`src/sv/iiex_pkg.sv`:
```
// Package with the request and response types, operation codes and sizes of the execute unit.
`timescale 1ns / 1ps

package iiex_pkg;

	// Sizes of the architectural state.
	localparam int unsigned MEM_BYTES = 65536;
	localparam int unsigned MEM_AW    = $clog2(MEM_BYTES);
	localparam logic [31:0] STACK_TOP = 32'd65536;

	// Fixed register numbers.
	localparam logic [4:0] ZERO_REG     = 5'd0;
	localparam logic [4:0] SYS_CODE_REG = 5'd2;
	localparam logic [4:0] SYS_ARG_REG  = 5'd4;
	localparam logic [4:0] STACK_REG    = 5'd29;
	localparam logic [4:0] LINK_REG     = 5'd31;

	// Error codes.
	localparam logic [1:0] ERR_OK      = 2'd0;
	localparam logic [1:0] ERR_UNKNOWN = 2'd1;
	localparam logic [1:0] ERR_DIVZERO = 2'd2;

	// Operation codes.
	localparam logic [5:0] OP_ADD     = 6'd0;
	localparam logic [5:0] OP_ADDU    = 6'd1;
	localparam logic [5:0] OP_ADDIU   = 6'd2;
	localparam logic [5:0] OP_SUB     = 6'd3;
	localparam logic [5:0] OP_SUBU    = 6'd4;
	localparam logic [5:0] OP_MUL     = 6'd5;
	localparam logic [5:0] OP_MULU    = 6'd6;
	localparam logic [5:0] OP_DIV     = 6'd7;
	localparam logic [5:0] OP_DIVU    = 6'd8;
	localparam logic [5:0] OP_XOR     = 6'd9;
	localparam logic [5:0] OP_XORU    = 6'd10;
	localparam logic [5:0] OP_NEG     = 6'd11;
	localparam logic [5:0] OP_NEGU    = 6'd12;
	localparam logic [5:0] OP_REM     = 6'd13;
	localparam logic [5:0] OP_REMU    = 6'd14;
	localparam logic [5:0] OP_LI      = 6'd15;
	localparam logic [5:0] OP_SEQ     = 6'd16;
	localparam logic [5:0] OP_SGE     = 6'd17;
	localparam logic [5:0] OP_SGT     = 6'd18;
	localparam logic [5:0] OP_SLE     = 6'd19;
	localparam logic [5:0] OP_SLT     = 6'd20;
	localparam logic [5:0] OP_SNE     = 6'd21;
	localparam logic [5:0] OP_B       = 6'd22;
	localparam logic [5:0] OP_BEQ     = 6'd23;
	localparam logic [5:0] OP_BNE     = 6'd24;
	localparam logic [5:0] OP_BGE     = 6'd25;
	localparam logic [5:0] OP_BLE     = 6'd26;
	localparam logic [5:0] OP_BGT     = 6'd27;
	localparam logic [5:0] OP_BLT     = 6'd28;
	localparam logic [5:0] OP_BEQZ    = 6'd29;
	localparam logic [5:0] OP_BNEZ    = 6'd30;
	localparam logic [5:0] OP_BGEZ    = 6'd31;
	localparam logic [5:0] OP_BLEZ    = 6'd32;
	localparam logic [5:0] OP_BGTZ    = 6'd33;
	localparam logic [5:0] OP_BLTZ    = 6'd34;
	localparam logic [5:0] OP_J       = 6'd35;
	localparam logic [5:0] OP_JR      = 6'd36;
	localparam logic [5:0] OP_JAL     = 6'd37;
	localparam logic [5:0] OP_JALR    = 6'd38;
	localparam logic [5:0] OP_MOVE    = 6'd39;
	localparam logic [5:0] OP_MFHI    = 6'd40;
	localparam logic [5:0] OP_MFLO    = 6'd41;
	localparam logic [5:0] OP_LA      = 6'd42;
	localparam logic [5:0] OP_LB      = 6'd43;
	localparam logic [5:0] OP_LH      = 6'd44;
	localparam logic [5:0] OP_LW      = 6'd45;
	localparam logic [5:0] OP_SB      = 6'd46;
	localparam logic [5:0] OP_SH      = 6'd47;
	localparam logic [5:0] OP_SW      = 6'd48;
	localparam logic [5:0] OP_NOP     = 6'd49;
	localparam logic [5:0] OP_SYSCALL = 6'd50;

	// One pre-decoded instruction.
	typedef struct packed {
		logic [5:0]         action;
		logic [4:0]         dest_reg;
		logic [4:0]         src_a_reg;
		logic [4:0]         src_b_reg;
		logic               use_imm;
		logic signed [31:0] imm_value;
		logic               use_abs_addr;
		logic [31:0]        abs_addr;
		logic signed [31:0] addr_offset;
		logic               to_hilo;
		logic [30:0]        instr_index;
	} cmd_t;

	// Outcome of one instruction.
	typedef struct packed {
		logic               jump_taken;
		logic [31:0]        jump_target;
		logic               syscall_request;
		logic signed [31:0] syscall_code;
		logic signed [31:0] syscall_arg;
		logic [1:0]         error_code;
	} rsp_t;

	// Operands handed to the divider.
	typedef struct packed {
		logic [31:0] dividend;
		logic [31:0] divisor;
		logic        is_signed;
	} div_req_t;

	// Quotient and remainder from the divider.
	typedef struct packed {
		logic [31:0] quotient;
		logic [31:0] remainder;
	} div_rsp_t;

endpackage

```
`src/sv/iiex_div.sv`:
```
// Iterative restoring divider, one quotient bit per cycle, signed or unsigned.
`timescale 1ns / 1ps

module iiex_div (
	input  logic               clk,
	input  logic               arst_n,
	input  logic               start,
	input  iiex_pkg::div_req_t req,
	output logic               done,
	output iiex_pkg::div_rsp_t rsp
);
	import iiex_pkg::*;

	logic [31:0] rem_q;
	logic [31:0] quo_q;
	logic [31:0] dvs_q;
	logic [4:0]  cnt_q;
	logic        busy_q;
	logic        done_q;
	logic        qneg_q;
	logic        rneg_q;
	logic [32:0] trial;
	logic [32:0] diff;
	logic [31:0] mag_a;
	logic [31:0] mag_b;

	// Magnitudes of the operands for signed division.
	assign mag_a = (req.is_signed && req.dividend[31]) ? (32'd0 - req.dividend) : req.dividend;
	assign mag_b = (req.is_signed && req.divisor[31]) ? (32'd0 - req.divisor) : req.divisor;

	// One restoring step: shift in the next dividend bit and try to subtract.
	assign trial = {rem_q, quo_q[31]};
	assign diff  = trial - {1'b0, dvs_q};

	// Control of the iteration.
	always_ff @(posedge clk or negedge arst_n) begin
		if (!arst_n) begin
			busy_q <= 1'b0;
			done_q <= 1'b0;
			cnt_q  <= '0;
		end else begin
			done_q <= busy_q && (cnt_q == 5'd31);
			if (start) begin
				busy_q <= 1'b1;
				cnt_q  <= '0;
			end else if (busy_q) begin
				cnt_q <= cnt_q + 5'd1;
				if (cnt_q == 5'd31) begin
					busy_q <= 1'b0;
				end
			end
		end
	end

	// Datapath of the iteration.
	always_ff @(posedge clk) begin
		if (start) begin
			rem_q  <= '0;
			quo_q  <= mag_a;
			dvs_q  <= mag_b;
			qneg_q <= req.is_signed && (req.dividend[31] ^ req.divisor[31]);
			rneg_q <= req.is_signed && req.dividend[31];
		end else if (busy_q) begin
			if (!diff[32]) begin
				rem_q <= diff[31:0];
				quo_q <= {quo_q[30:0], 1'b1};
			end else begin
				rem_q <= trial[31:0];
				quo_q <= {quo_q[30:0], 1'b0};
			end
		end
	end

	// Signs are restored on the way out; quotient truncates toward zero.
	assign done          = done_q;
	assign rsp.quotient  = qneg_q ? (32'd0 - quo_q) : quo_q;
	assign rsp.remainder = rneg_q ? (32'd0 - rem_q) : rem_q;

endmodule

```
`config.mk`:
```
export PLATFORM = sky130hd
export DESIGN_NAME = iiex_div
export DESIGN_NICKNAME = d
export VERILOG_FILES = /design/src/sv/iiex_pkg.sv /design/src/sv/iiex_div.sv
export SDC_FILE = /design/constraint.sdc
export NUM_CORES = 1
export LEC_CHECK = 0
export BUFFER_PORTS_ARGS = -buffer_cell sky130_fd_sc_hd__buf_2
export CORE_MARGIN = 10
export CORE_UTILIZATION = 53
export CTS_BUF_LIST = sky130_fd_sc_hd__clkbuf_16
export DETAILED_ROUTE_END_ITERATION = 10
export GPL_TIMING_DRIVEN = 0
export HOLD_SLACK_MARGIN = 0.05
export PLACE_DENSITY = 0.79
export SYNTH_ARGS = -nofsm -noshare
export SYNTH_HDL_FRONTEND = slang
export SYNTH_SLANG_ARGS = --single-unit
```
`constraint.sdc`:
```
create_clock -name clk -period 3.05 [get_ports clk]
set_clock_uncertainty 0.05 [all_clocks]
set_input_delay 0 -clock clk [delete_from_list [all_inputs] [get_ports clk]]
set_output_delay 0 -clock clk [all_outputs]
set_load 0.005 [all_outputs]
```
==> impl_metrics.py <==
metrics = {
    "status": {
        "status": "finished with violations",
        "violations": "negative setup slack",
    },
    "setup_path": {
        "max_stage_delay_ns": 0.48,
        "path_cells": "nor4_4, nand2_1, or4_4, or3_4, or4_4, or4_4, or4_4, o41ai_4, xnor2_1, buf_2",
        "critPathKind": "reg2out",
        "crit_top_cell": "or4_4",
        "crit_fanout": 3,
        "crit_family": "simple AND/OR/NAND/NOR gates",
        "path_buf_inv": 1,
        "cp.required_ns": 3.00,
        "rrSetupSlack_ns": -0.27,
        "arrival_ns": 3.83,
        "cp_slowest_cell": "or4_4",
        "worst_setup_path_start_kind": "register",
        "endpoint_kind": "primary output",
    },
    "place": {
        "gp_congestion": 0.9518,
        "dp_hpwl_microns": 18360,
        "placement.io_buffers": 132,
    },
    "drt": {
        "dr.pass1.iters": 6,
        "viasPerCell": 6.147,
        "ant_nets": 0,
        "drtIter0Drc": 1185,
        "drt-total-wl_microns": 30190,
        "routedWlPerCell_microns": 20.57,
        "drc": 0,
        "vias": 9024,
    },
    "synthesis": {
        "synth_top_family_by_area": "compound AO/OA/AOI/OAI gates",
        "ys_ff_latch": 105,
        "synth_fp_nets": 1095,
        "ys_types": 53,
        "synth-simple-area-share_pct": 18.70,
        "netlist_instances": 988,
        "yosys_warnings": 0,
        "ys_seq_area_share_pct": 33.89,
        "synth-edff-count": 66,
        "ys_async_sr_fraction_pct": 6.667,
        "synth_compound_area_share_pct": 20.54,
        "ys.flop_type": "edfxtp_1",
        "synth_area_per_cell_sq_um": 8.356,
        "synthAdderAreaFrac_pct": 6.002,
        "synth_area_sq_um": 8255,
        "muxShareOfSynthArea_pct": 0.6214,
        "synthXorXnorAreaFrac_pct": 15.70,
    },
    "floorplanning": {
        "initial_core_util_pct": 54.10,
        "core_sq_um": 15260,
        "die_area_sq_um": 20970,
        "die_h_microns": 144.8,
        "die_w_microns": 144.8,
        "io_pins": 133,
        "rows": 45,
    },
    "pwr": {
        "switchingPower_mw": 4.803,
        "combPwrFrac_pct": 68.6,
        "seq_power_share_pct": 20.9,
        "p_per_area_nw_per_um2": 945.0,
        "ir_drop_v": 0.001140,
        "p_int_mw": 6.334,
        "finalPower_mw": 11.14,
        "pwr-share-clk_pct": 10.5,
        "switching_share_pct": 43.13,
        "cellLeakagePower_nw": 4.739,
    },
    "cts": {
        "clk_latency_ns": 0.37,
        "cts.clk_slew.worst_paths_ns": 0.09,
        "cts_buffers": 9,
        "htree_levels": 3,
        "cts_root_buffer": "clkbuf_16",
        "ctsLongestPathBuffers": 2,
        "clock_sinks": 105,
        "cts_tree": "built",
    },
    "sta": {
        "max_freq_mhz": 257.4,
        "period_needed_ns": 3.885,
        "finalMaxSlewViolations": 0,
        "period_share_pct": 127.4,
        "rsz0062_at_grt": "yes",
        "hold_ws_ns": 0.07257,
        "setup_slack_ns": -0.8349,
        "hold_viol": 0,
        "slew_headroom_pct": 26.78,
        "setup-violations-final": 58,
        "worstMarginPinSlew_ns": 1.098,
        "setup_tns_ns": -18.29,
    },
    "final_layout": {
        "syn_to_final_growth_pct": 42.76,
        "fin_nets": 1356,
        "fin_util_pct": 77.24,
        "drive_gt1_share_pct": 30.14,
    },
    "worst_hold_path": {
        "min_path_type": "in2reg",
    },
    "global_route": {
        "grt_pass1_vias": 8362,
        "grt_usage_pct": 26.04,
        "antenna_found_initial": 2,
        "grt_max_degree": 36,
        "grt_pass1_wl_microns": 43690,
        "grt_overflow": 0,
    },
    "run": {
        "drv_cap": 0,
    },
}
## logic make-up (layout without fill, tap and decap cells)
kind of cell             Yosys count  count (layout)
buffers and inverters             96             362
XOR/XNOR                         148             148
AND/OR/NAND/NOR                  329             329
AO/OA/AOI/OAI                    266             266
multiplexers                       5               5
flip-flops                       105             105
other                              0               3
adder cells (fa/ha/maj)           39              39
## worst register-to-register path, delay by kind of cell (launching register included)
| family | cells | cell delay, ns |
|---|---|---|
| buf+inv | 3 | 0.44 |
| flops | 1 | 0.41 |
| fa+ha+maj | 1 | 0.44 |
| xor+xnor | 1 | 0.13 |
| compound gates | 4 | 0.95 |
| simple gates | 4 | 0.76 |
## layer usage
metal  vias up  GRT usage [%]  part of all wire (%)
met1      4200          33.26                    39
met3       146          5.997                   9.7
met5         -              0                     0
met4         0          8.351                   4.4
li1       4089              -                     -
met2       589          42.61                    47
## per-stage QoR
| stage | setup WS [ns] | instance area [sq um] | std cells |
|---|---|---|---|
| global placement | -0.7795 | 9261 | 1331 |
| finish | -0.8349 | 11790 | 1468 |
| floorplan | -0.2144 | 8337 | 988 |
| detailed placement | -0.9028 | 9261 | 1331 |
| CTS | -0.8453 | 11010 | 1442 |
| global route | -0.9224 | 11780 | 1467 |
## path summary, 6_finish.rpt
path	start	endpoint	cells past startpoint
max in group asynchronous	arst_n	busy_q$_DFF_PN0_	3
min in group asynchronous	arst_n	cnt_q[0]$_DFFE_PN0P_	3
hold / removal	req[2]	dvs_q[1]$_DFFE_PP_	3
setup reg to reg	rem_q[28]$_SDFFE_PP0P_	rem_q[29]$_SDFFE_PP0P_	13
setup / recovery	rem_q[5]$_SDFFE_PP0P_	rsp[29]	10
hold reg to reg	rem_q[8]$_SDFFE_PP0P_	rem_q[9]$_SDFFE_PP0P_	2
## registers in the layout, indices dropped and copies added (netlist names)
name and flops:
rem_q 32, rneg_q 1, dvs_q 32, cnt_q 5, busy_q 1, done 1
quo_q 32, qneg_q 1
## cells in the mapped netlist (6+ instances only)
master,count,share of area (%)
nand2_1,114,5.2
nor2_1,106,4.8
xnor2_1,99,11
a21oi_1,84,5.1
edfxtp_1,66,24
o21ai_0,60,3.6
inv_1,51,2.3
xor2_1,49,5.2
clkbuf_1,40,1.8
ha_1,38,5.8
o31ai_1,37,3.4
dfxtp_1,32,7.8
a311oi_1,22,2.3
nor3_1,17,1.0
or4_1,17,1.5
or3_1,13,0.99
o41ai_1,12,1.3
nand2b_1,10,0.76
nand3_1,10,0.61
nor4_1,10,0.76
a31oi_1,8,0.61
and2_1,8,0.61
a211oi_1,7,0.64
dfrtp_1,7,2.1
a21o_1,6,0.55
o211ai_1,6,0.55
or4_4,6,0.82
## final cells by class
cell class	instances	area [sq um]
antenna	3	7.507
buffer	41	240.2
clock buffer	9	225.2
clock inverter	7	60.06
fill	963	3473
inverter	51	191.4
multi-input combinational	787	6031
sequential	105	2829
tap	211	264.0
timing repair buffer	254	1937
## cells in the final DEF (no fill, tap or decap), drive strengths merged, types with 8 or more instances in the layout
cell type,instances
buf,193
nand2,114
nor2,106
xnor2,99
a21oi,84
dlygate4sd3,67
edfxtp,66
o21ai,61
inv,55
xor2,49
clkbuf,44
ha,38
o31ai,38
dfxtp,32
or4,23
a311oi,22
nor3,17
or3,14
o41ai,12
nor4,11
nand2b,10
nand3,10
and2,8
a31oi,8
## power by group through the flow
stage,clock network (mW),logic (mW),registers [mW]
2_1_floorplan,0,3.73,2.12
3_3_place_gp,0,5.18,2.24
3_5_place_dp,0,5.27,2.25
4_1_cts,1.16,6.44,2.25
5_1_grt,1.21,8.17,2.36
6_report,1.16,7.64,2.33
## timing repair
action	4_1_cts	5_1_grt
hold endpoints to repair	67	0
endpoints found under the setup margin	56	84
gates cloned	2	2
gates resized for setup	131	118
pin swaps	38	39
buffers inserted	29	21
hold buffers	67	0
No activity file was read; power rests on OpenSTA's default activity.
